--- src/design/abd_pkg.sv ---
// Shared types, codes and constants for the autobaud edge interval detector.
package abd_pkg;

    localparam int TIMER_CLOCK_HZ = 32000000;

    localparam int OP_W       = 2;
    localparam int CAPTURE_W  = 16;
    localparam int BUDGET_W   = 16;
    localparam int TIMEOUT_W  = 20;
    localparam int TICKS_W    = TIMEOUT_W - 2;
    localparam int INTERVAL_W = 32;
    localparam int RATE_W     = 20;
    localparam int STATUS_W   = 2;

    localparam int APB_DATA_W = 32;
    localparam int APB_ADDR_W = 3;

    localparam logic [BUDGET_W-1:0]  EDGE_BUDGET_RESET = 16'd16;
    localparam logic [TIMEOUT_W-1:0] TIMEOUT_RESET     = 20'd1000;

    // Serial divider: dividend is the timer clock, one quotient bit per cycle
    localparam int DIV_W = $clog2(TIMER_CLOCK_HZ + 1);
    localparam int CNT_W = $clog2(DIV_W);
    localparam logic [DIV_W-1:0] DIVIDEND = DIV_W'(TIMER_CLOCK_HZ);

    localparam int NUM_RATES  = 9;
    localparam int RATE_IDX_W = $clog2(NUM_RATES);

    localparam logic [RATE_W-1:0] STD_RATE [NUM_RATES] = '{
        20'd921600, 20'd460800, 20'd250000, 20'd115200, 20'd57600,
        20'd38400, 20'd19200, 20'd9600, 20'd4800
    };

    // Exclusive +-5% window limits, exact integer floors
    localparam logic [RATE_W-1:0] RATE_HI [NUM_RATES] = '{
        20'(921600 * 105 / 100), 20'(460800 * 105 / 100), 20'(250000 * 105 / 100),
        20'(115200 * 105 / 100), 20'(57600 * 105 / 100), 20'(38400 * 105 / 100),
        20'(19200 * 105 / 100), 20'(9600 * 105 / 100), 20'(4800 * 105 / 100)
    };
    localparam logic [RATE_W-1:0] RATE_LO [NUM_RATES] = '{
        20'(921600 * 95 / 100), 20'(460800 * 95 / 100), 20'(250000 * 95 / 100),
        20'(115200 * 95 / 100), 20'(57600 * 95 / 100), 20'(38400 * 95 / 100),
        20'(19200 * 95 / 100), 20'(9600 * 95 / 100), 20'(4800 * 95 / 100)
    };

    localparam logic [DIV_W-1:0] TOO_FAST_Q =
        DIV_W'((921600 / 100) * 105 + (921600 % 100) * 105 / 100);

    typedef enum logic [OP_W-1:0] {
        OP_START = 2'd0,
        OP_EDGE  = 2'd1,
        OP_TICK  = 2'd2
    } op_t;

    typedef enum logic [STATUS_W-1:0] {
        STAT_OK   = 2'd0,
        STAT_ZERO = 2'd1,
        STAT_FAST = 2'd2,
        STAT_NONE = 2'd3
    } status_t;

    // Register select by paddr[2]
    localparam logic REG_EDGE_BUDGET = 1'b0;
    localparam logic REG_TIMEOUT     = 1'b1;

    typedef enum logic [3:0] {
        ST_IDLE = 4'b0001,
        ST_DIV  = 4'b0010,
        ST_SNAP = 4'b0100,
        ST_FIN  = 4'b1000
    } state_t;

endpackage

--- src/design/abd_if.sv ---
// Request channel interfaces for the detector input and result streams.
interface abd_in_if;
    import abd_pkg::*;

    logic                 valid;
    logic                 ready;
    logic [OP_W-1:0]      operation;
    logic [CAPTURE_W-1:0] capture_time;

    modport source (output valid, output operation, output capture_time, input ready);
    modport sink   (input valid, input operation, input capture_time, output ready);
endinterface

interface abd_out_if;
    import abd_pkg::*;

    logic                  valid;
    logic                  ready;
    logic [RATE_W-1:0]     baud_rate;
    logic [STATUS_W-1:0]   detect_status;
    logic [INTERVAL_W-1:0] shortest_interval;

    modport source (output valid, output baud_rate, output detect_status,
                    output shortest_interval, input ready);
    modport sink   (input valid, input baud_rate, input detect_status,
                    input shortest_interval, output ready);
endinterface

--- src/design/autobaud_edge_interval_detector.sv ---
// Autobaud detector: edge interval minimum, serial divide and standard-rate snap.
//
// Requests are start, falling edge (with a 16-bit timer capture) and 4 ms tick.
// A request that does not end a run leaves the block idle; one that ends a run
// (edge budget spent, ticks run out, or a start with timeout/4 == 0) then
// occupies the block: a restoring divider yields one quotient bit per cycle,
// then the quotient is checked against one standard rate window per cycle,
// then the result is loaded into the output register once that is free.
// A zero interval skips both steps. The block accepts no request until that
// result is in the output register; it accepts requests while the output
// register still waits to be taken.
// Registers on the APB port: edge_budget at 0x0, timeout at 0x4; both are
// sampled at start.
module autobaud_edge_interval_detector (
    input  logic                            clk,
    input  logic                            rst_n,
    abd_in_if.sink                          in_ch,
    abd_out_if.source                       out_ch,
    input  logic                            psel,
    input  logic                            penable,
    input  logic                            pwrite,
    input  logic [abd_pkg::APB_ADDR_W-1:0]  paddr,
    input  logic [abd_pkg::APB_DATA_W-1:0]  pwdata,
    output logic [abd_pkg::APB_DATA_W-1:0]  prdata,
    output logic                            pready
);
    import abd_pkg::*;

    state_t                  state_reg, state_next;
    logic                    measuring_reg, measuring_next;
    logic [INTERVAL_W-1:0]   min_interval_reg, min_interval_next;
    logic [CAPTURE_W-1:0]    last_capture_reg, last_capture_next;
    logic [BUDGET_W-1:0]     edges_left_reg, edges_left_next;
    logic [TICKS_W-1:0]      ticks_left_reg, ticks_left_next;
    logic [BUDGET_W-1:0]     edge_budget_reg;
    logic [TIMEOUT_W-1:0]    timeout_reg;
    logic [INTERVAL_W-1:0]   rem_reg, rem_next;
    logic [DIV_W-1:0]        quot_reg, quot_next;
    logic [CNT_W-1:0]        div_cnt_reg, div_cnt_next;
    logic [RATE_IDX_W-1:0]   rate_idx_reg, rate_idx_next;
    logic [RATE_W-1:0]       res_rate_reg, res_rate_next;
    status_t                 res_status_reg, res_status_next;
    logic                    out_valid_reg, out_valid_next;
    logic [RATE_W-1:0]       out_rate_reg, out_rate_next;
    logic [STATUS_W-1:0]     out_status_reg, out_status_next;
    logic [INTERVAL_W-1:0]   out_interval_reg, out_interval_next;

    logic                    in_fire;
    logic                    cfg_write;
    logic                    do_finish;
    logic [CAPTURE_W-1:0]    edge_diff;
    logic [TICKS_W-1:0]      ticks_dec;
    logic [INTERVAL_W:0]     rem_shift;
    logic [INTERVAL_W:0]     rem_diff;
    logic [DIV_W-1:0]        snap_hi;
    logic [DIV_W-1:0]        snap_lo;

    assign in_ch.ready = (state_reg == ST_IDLE);
    assign in_fire     = in_ch.valid && in_ch.ready;

    assign pready    = 1'b1;
    assign cfg_write = psel && penable && pwrite;
    assign prdata    = (paddr[2] == REG_TIMEOUT)
                     ? APB_DATA_W'(timeout_reg) : APB_DATA_W'(edge_budget_reg);

    assign out_ch.valid             = out_valid_reg;
    assign out_ch.baud_rate         = out_rate_reg;
    assign out_ch.detect_status     = out_status_reg;
    assign out_ch.shortest_interval = out_interval_reg;

    assign edge_diff = in_ch.capture_time - last_capture_reg;
    assign ticks_dec = (ticks_left_reg != '0) ? ticks_left_reg - 1'b1 : '0;
    assign rem_shift = {rem_reg, DIVIDEND[div_cnt_reg]};
    assign rem_diff  = rem_shift - {1'b0, min_interval_reg};
    assign snap_hi   = DIV_W'(RATE_HI[rate_idx_reg]);
    assign snap_lo   = DIV_W'(RATE_LO[rate_idx_reg]);

    always_comb
    begin
        state_next        = state_reg;
        measuring_next    = measuring_reg;
        min_interval_next = min_interval_reg;
        last_capture_next = last_capture_reg;
        edges_left_next   = edges_left_reg;
        ticks_left_next   = ticks_left_reg;
        rem_next          = rem_reg;
        quot_next         = quot_reg;
        div_cnt_next      = div_cnt_reg;
        rate_idx_next     = rate_idx_reg;
        res_rate_next     = res_rate_reg;
        res_status_next   = res_status_reg;
        out_valid_next    = out_valid_reg && !out_ch.ready;
        out_rate_next     = out_rate_reg;
        out_status_next   = out_status_reg;
        out_interval_next = out_interval_reg;
        do_finish         = 1'b0;

        unique case (state_reg)
            ST_IDLE:
            begin
                if (in_fire)
                begin
                    if (in_ch.operation == OP_START)
                    begin
                        min_interval_next = '1;
                        last_capture_next = '0;
                        edges_left_next   = edge_budget_reg;
                        ticks_left_next   = timeout_reg[TIMEOUT_W-1:2];
                        measuring_next    = 1'b1;
                        do_finish         = (timeout_reg[TIMEOUT_W-1:2] == '0);
                    end
                    else if (measuring_reg && in_ch.operation == OP_EDGE)
                    begin
                        last_capture_next = in_ch.capture_time;
                        if (INTERVAL_W'(edge_diff) < min_interval_reg)
                            min_interval_next = INTERVAL_W'(edge_diff);
                        if (edges_left_reg == '0)
                            do_finish = 1'b1;
                        else
                            edges_left_next = edges_left_reg - 1'b1;
                    end
                    else if (measuring_reg && in_ch.operation == OP_TICK)
                    begin
                        ticks_left_next = ticks_dec;
                        do_finish       = (ticks_dec == '0);
                    end
                end
                if (do_finish)
                begin
                    measuring_next = 1'b0;
                    if (min_interval_next == '0)
                    begin
                        res_rate_next   = '0;
                        res_status_next = STAT_ZERO;
                        state_next      = ST_FIN;
                    end
                    else
                    begin
                        rem_next     = '0;
                        quot_next    = '0;
                        div_cnt_next = CNT_W'(DIV_W - 1);
                        state_next   = ST_DIV;
                    end
                end
            end
            ST_DIV:
            begin
                // restoring step: keep the difference when it does not go negative
                if (!rem_diff[INTERVAL_W])
                    rem_next = rem_diff[INTERVAL_W-1:0];
                else
                    rem_next = rem_shift[INTERVAL_W-1:0];
                quot_next = {quot_reg[DIV_W-2:0], !rem_diff[INTERVAL_W]};
                if (div_cnt_reg == '0)
                begin
                    rate_idx_next = '0;
                    state_next    = ST_SNAP;
                end
                else
                    div_cnt_next = div_cnt_reg - 1'b1;
            end
            ST_SNAP:
            begin
                if (rate_idx_reg == '0 && quot_reg > TOO_FAST_Q)
                begin
                    res_rate_next   = '0;
                    res_status_next = STAT_FAST;
                    state_next      = ST_FIN;
                end
                else if (quot_reg < snap_hi && quot_reg > snap_lo)
                begin
                    res_rate_next   = STD_RATE[rate_idx_reg];
                    res_status_next = STAT_OK;
                    state_next      = ST_FIN;
                end
                else if (rate_idx_reg == RATE_IDX_W'(NUM_RATES - 1))
                begin
                    res_rate_next   = '0;
                    res_status_next = STAT_NONE;
                    state_next      = ST_FIN;
                end
                else
                    rate_idx_next = rate_idx_reg + 1'b1;
            end
            ST_FIN:
            begin
                if (!out_valid_reg || out_ch.ready)
                begin
                    out_valid_next    = 1'b1;
                    out_rate_next     = res_rate_reg;
                    out_status_next   = res_status_reg;
                    out_interval_next = min_interval_reg;
                    state_next        = ST_IDLE;
                end
            end
            default:
            begin
                state_next = ST_IDLE;
            end
        endcase
    end

    always_ff @(posedge clk or negedge rst_n)
    begin
        if (!rst_n)
        begin
            state_reg        <= ST_IDLE;
            measuring_reg    <= 1'b0;
            min_interval_reg <= '1;
            last_capture_reg <= '0;
            edges_left_reg   <= '0;
            ticks_left_reg   <= '0;
            edge_budget_reg  <= EDGE_BUDGET_RESET;
            timeout_reg      <= TIMEOUT_RESET;
            rem_reg          <= '0;
            quot_reg         <= '0;
            div_cnt_reg      <= '0;
            rate_idx_reg     <= '0;
            res_rate_reg     <= '0;
            res_status_reg   <= STAT_NONE;
            out_valid_reg    <= 1'b0;
            out_rate_reg     <= '0;
            out_status_reg   <= '0;
            out_interval_reg <= '0;
        end
        else
        begin
            state_reg        <= state_next;
            measuring_reg    <= measuring_next;
            min_interval_reg <= min_interval_next;
            last_capture_reg <= last_capture_next;
            edges_left_reg   <= edges_left_next;
            ticks_left_reg   <= ticks_left_next;
            rem_reg          <= rem_next;
            quot_reg         <= quot_next;
            div_cnt_reg      <= div_cnt_next;
            rate_idx_reg     <= rate_idx_next;
            res_rate_reg     <= res_rate_next;
            res_status_reg   <= res_status_next;
            out_valid_reg    <= out_valid_next;
            out_rate_reg     <= out_rate_next;
            out_status_reg   <= out_status_next;
            out_interval_reg <= out_interval_next;
            if (cfg_write)
            begin
                if (paddr[2] == REG_EDGE_BUDGET)
                    edge_budget_reg <= pwdata[BUDGET_W-1:0];
                else
                    timeout_reg <= pwdata[TIMEOUT_W-1:0];
            end
        end
    end

endmodule
--- src/flat_wrapper.sv ---
// flat-port wrapper written by rule: the top's interface ports become plain ports
module autobaud_edge_interval_detector_flat import abd_pkg::*;
  (clk, rst_n, psel, penable, pwrite, paddr, pwdata, prdata, pready, in_ch_valid, in_ch_operation, in_ch_capture_time, in_ch_ready, out_ch_valid, out_ch_baud_rate, out_ch_detect_status, out_ch_shortest_interval, out_ch_ready);
  abd_in_if in_ch_i ();
  abd_out_if out_ch_i ();
  input  logic clk;
  input  logic rst_n;
  input  logic psel;
  input  logic penable;
  input  logic pwrite;
  input  logic [abd_pkg::APB_ADDR_W-1:0] paddr;
  input  logic [abd_pkg::APB_DATA_W-1:0] pwdata;
  output logic [abd_pkg::APB_DATA_W-1:0] prdata;
  output logic pready;
  input wire logic [$bits(in_ch_i.valid)-1:0] in_ch_valid;
  input wire logic [$bits(in_ch_i.operation)-1:0] in_ch_operation;
  input wire logic [$bits(in_ch_i.capture_time)-1:0] in_ch_capture_time;
  output wire logic [$bits(in_ch_i.ready)-1:0] in_ch_ready;
  output wire logic [$bits(out_ch_i.valid)-1:0] out_ch_valid;
  output wire logic [$bits(out_ch_i.baud_rate)-1:0] out_ch_baud_rate;
  output wire logic [$bits(out_ch_i.detect_status)-1:0] out_ch_detect_status;
  output wire logic [$bits(out_ch_i.shortest_interval)-1:0] out_ch_shortest_interval;
  input wire logic [$bits(out_ch_i.ready)-1:0] out_ch_ready;
  assign in_ch_i.valid = in_ch_valid;
  assign in_ch_i.operation = in_ch_operation;
  assign in_ch_i.capture_time = in_ch_capture_time;
  assign in_ch_ready = in_ch_i.ready;
  assign out_ch_valid = out_ch_i.valid;
  assign out_ch_baud_rate = out_ch_i.baud_rate;
  assign out_ch_detect_status = out_ch_i.detect_status;
  assign out_ch_shortest_interval = out_ch_i.shortest_interval;
  assign out_ch_i.ready = out_ch_ready;
  autobaud_edge_interval_detector u_core (.clk(clk), .rst_n(rst_n), .in_ch(in_ch_i), .out_ch(out_ch_i), .psel(psel), .penable(penable), .pwrite(pwrite), .paddr(paddr), .pwdata(pwdata), .prdata(prdata), .pready(pready));
endmodule
--- config.mk ---
export PLATFORM = sky130hd
export DESIGN_NAME = autobaud_edge_interval_detector_flat
export DESIGN_NICKNAME = d
export VERILOG_FILES = /design/src/design/abd_pkg.sv /design/src/design/abd_if.sv /design/src/design/autobaud_edge_interval_detector.sv /design/src/flat_wrapper.sv
export SDC_FILE = /design/constraint.sdc
export NUM_CORES = 1
export LEC_CHECK = 0
export ABC_AREA = 1
export BUFFER_PORTS_ARGS = -buffer_cell sky130_fd_sc_hd__buf_2
export CAP_MARGIN = 20
export CORE_MARGIN = 5
export CORE_UTILIZATION = 35
export DETAILED_ROUTE_END_ITERATION = 7
export GPL_ROUTABILITY_DRIVEN = 0
export PLACE_DENSITY = 0.51
export SLEW_MARGIN = 10
export SYNTH_ARGS = -nofsm -noshare
export SYNTH_HDL_FRONTEND = slang
export SYNTH_SLANG_ARGS = --single-unit
--- constraint.sdc ---
create_clock -name clk -period 3.31 [get_ports clk]
set_input_delay 0.331 -clock clk [delete_from_list [all_inputs] [get_ports clk]]
set_output_delay 0.331 -clock clk [all_outputs]
set_load 0.005 [all_outputs]
==> out/results.env <==
RUN_STATUS='complete, but fails checks'
VIOLATIONS='negative setup slack'
DIE_WIDTH_UM=227
STARTING_UTILIZATION_OF_THE_CORE_AREA=0.354
YOSYS_REG_BITS=256
FINAL.SETUP_SKEW_NS=0.0249
FIRST_GLOBAL_VIAS=15700
SETUP_VIOLATIONS=85
HTREEDEPTH=2
REG2REGPATHDEPTH=33
VDD.IR_DROP.WORST_mV=0.470
GRT_USAGE=0.194
INSERTION_DELAY_NS=0.54
TRITONCTS_NUM_SINKS=256
RSZ0062_AT_GRT='yes'
TOP_REG_CELL_SYNTH='dfrtp_1'
START_KIND='flop'
SYNTH.AREA.TOP_CELLS='dfrtp_1 (33%), nand2_1 (13%), ha_1 (8.2%)'
DRT_PASS1_ITERATIONS=7
MINIMUM_PERIOD_IMPLIED_BY_THE_FINAL_WORST_SETUP_SLACK_NS=3.93
NUM_ROWS=79
TIMING.FINAL.WS_SETUP_NS=-0.622
FLOORPLAN.DIE.HEIGHT_UM=227
GRT_MAX_DEGREE=82
DRT-TOTAL-WL_MM=50.5
GRT_ANTENNA_BEFORE_REPAIR=0
FINAL_ANTENNA_NET_COUNT=0
LAYOUT.NETS=2664
WORSTSETUPENDPOINTTYPE='flop'
START_POINT_OF_THE_CRITICAL_PATH='u_core.last_capture_reg[0]'
TIGHTESTPINTRANSITION_NS=0.923
HALF_PERIMETER_WIRE_LENGTH_AFTER_DETAILED_PLACEMENT_MM=36.3
POST_SYNTH_INSTANCE_AREA_SQ_UM=16400
CORE-AREA_SQ_UM=46500
POSTSYNTHAREAPERCELL_SQ_UM=7.53
R2R_START='u_core.last_capture_reg[0]'
SYNTH_TOP_AREA_SHARE=0.326
WORSTSETUPPATHTYPE='reg2reg'
LEAKAGE_nW=11.0
DRT_FIRST_ITER_VIOLATIONS=865
MIN_PATH_TYPE='in2reg'
CRITICAL_PATH_ARRIVAL_NS=4.41
DIODE_COUNT=0
SYNTHMOSTINSTANTIATEDCELL='nand2_1'
SYNTH.TOP_CELLS.BY_COUNT='nand2_1 (583), inv_1 (231), dfrtp_1 (214)'
CTS_ROOT_BUF='clkbuf_16'
MULTI_INPUT_COMB_AREA_SQ_UM=9330
CPMOSTUSEDCELL='buf_4'
GRT_PASS1_WL_MM=81.4
WORST_R2R_ENDPOINT='u_core.min_interval_reg[9]'
FINAL_SLEW_VIOL_COUNT=0
SYNTH.LIB_CELLS_USED.DISTINCT=55
CRITPATHREQUIREDTIME_NS=3.79
ASYNC_RESET_FF_FRAC=1.00
DRC=0
SEQ_AREA_SQ_UM=6460
SYNTHCELLS=2182
INSTANCES_NO_FILL=3126
CTS_BUFFER_COUNT=34
SLOWEST_CP_CELL='dfrtp_1'
FIN_TNS_SETUP_NS=-48.04
TRITONCTS='yes'
AREA_GROWTH_SYN_TO_LAYOUT_PCT=28.7
VIAS=15700
SYNTH_AREA_LEADER_CELL='dfrtp_1'
PLACE_INST=3006
WORSTPATHMAXFANOUT=7
MAX_FREQ_MHz=254
LAYOUT-DRIVE-GT1-SHARE=0.237
DESIGN.PORTCOUNT=149
CTSLONGESTPATHBUFFERS=3
HOLD_VIOL_FINAL=0
REGTOREGSETUPSLACK_NS=-0.62
EDFF_COUNT_SYNTH=0
CRITICAL_PATH.MAX_STAGE_DELAY_NS=0.38
GRT_REMAINING_OVERFLOW=0
IO_BUFFERS=116
SYNTH_SEQ_AREA_SHARE=0.393
PATH_CLK_SLEW_NS=0.06
LAYOUT.FILLER_CELLS=4688
DIE_FOOTPRINT_SQ_UM=51400
CELLPOWERDENSITY_nW_PER_UM2=875
CAP_VIOLATIONS=0
FINAL.HOLD.WORST_SLACK_NS=0.0362
FINAL_PERIOD_UTIL=1.19
SYNTH.YOSYS.WARNINGS=0
SETUP.WORST_PATH.END='u_core.min_interval_reg[9]'
VIA_PER_INST=5.02
MAX_SLEW_MARGIN=0.383
ROUTED_WIRE_LENGTH_PER_INSTANCE_UM=16.2
## layer usage
layer | share of wire | routed length [um] | track usage | vias up
met5 | 0 | 0 | 0 | -
met4 | 0.034 | 1700 | 0.0695 | 0
met3 | 0.037 | 1850 | 0.0233 | 92
met2 | 0.48 | 24300 | 0.329 | 348
met1 | 0.45 | 22700 | 0.256 | 7401
li1 | - | - | - | 7846
## how the worst min path moves through the flow
stage	startpoint	slack (ns)	cells after the start	end
2_1_floorplan	rst_n	0.04	0	u_core.div_cnt_reg[0]
3_3_place_gp	rst_n	0.38	1	u_core.out_ch.shortest_interval[20]
3_5_place_dp	rst_n	0.37	1	u_core.out_ch.shortest_interval[21]
4_1_cts	pwdata[6]	0.01	3	u_core.timeout_reg[6]
5_1_grt	pwdata[4]	0.03	3	u_core.edge_budget_reg[4]
6_report	pwdata[4]	0.04	3	u_core.edge_budget_reg[4]
## cell families (layout without fill, tap and decap cells)
kind of cell             Yosys count  count (layout)  synth area share
AO/OA/AOI/OAI                    395             395             0.133
XOR/XNOR                          53              53            0.0283
adder cells (fa/ha/maj)          110             110            0.0847
buffers and inverters            331             648            0.0824
flip-flops                       256             256             0.393
multiplexers                      20              20            0.0137
other                              2              18          0.000457
AND/OR/NAND/NOR                 1015            1019             0.264
## metrics by stage
| step | area [sq um] | power, mW | setup slack [ns] | util |
|---|---|---|---|---|
| 6_report | 21100 | 18.5 | -0.622 | 0.455 |
| 5_1_grt | 21100 | 20.0 | -0.917 | 0.455 |
| 4_1_cts | 20800 | 18.2 | -0.592 | 0.449 |
| 3_5_place_dp | 18900 | 13.4 | -0.846 | 0.407 |
| 3_3_place_gp | 18900 | 13.3 | -0.779 | 0.407 |
| 2_1_floorplan | 16600 | 10.1 | -0.126 | - |
## final cells by class
type,count,area share
clock buffer,47,0.0459
clock inverter,14,0.00911
inverter,236,0.0423
multi-input combinational,1615,0.441
sequential,256,0.306
tap,607,0.0359
timing repair buffer,351,0.120
## power breakdown
part           internal, mW  total, mW  switching, mW
combinational          4.14       9.60           5.46
clock                  2.37       3.86           1.49
sequential             4.27       5.04          0.771
total                  10.8       18.5           7.72
## critical path: cells and delay by family (launching register included)
| family | cells | cell delay (ns) |
|---|---|---|
| adder cells (fa/ha/maj) | 3 | 0.65 |
| AND/OR/NAND/NOR | 15 | 1.26 |
| buffers and inverters | 13 | 1.37 |
| AO/OA/AOI/OAI | 2 | 0.24 |
| flip-flops | 1 | 0.38 |
## cell usage in the layout, fill, tap and decap left out, types with 7 or more instances in the layout
master / n
a21oi_1: 106
a21oi_2: 8
buf_2: 115
buf_4: 216
clkbuf_16: 36
clkbuf_8: 7
conb_1: 18
dfrtp_1: 213
dfstp_2: 42
ha_1: 95
ha_4: 12
inv_1: 225
mux2_2: 20
nand2_1: 553
nand2_2: 28
nand3_1: 170
nand3_2: 16
nand3_4: 10
nand3b_1: 8
nand4_1: 27
nor2_1: 122
nor2_2: 18
nor3_1: 17
nor4_1: 16
o211ai_1: 35
o21ai_0: 190
o21ai_1: 9
o22ai_1: 7
or2_2: 7
xnor2_1: 15
xor2_1: 36
## repair_timing
item                                   CTS  global route
buffers inserted                        39             7
gates cloned                             7             2
endpoints found under the hold margin   69             0
hold buffers                             5             0
gates resized for setup                 65            56
setup endpoints to repair               81            94
pin swaps                               17            16
No activity file was read; power rests on OpenSTA's default activity.
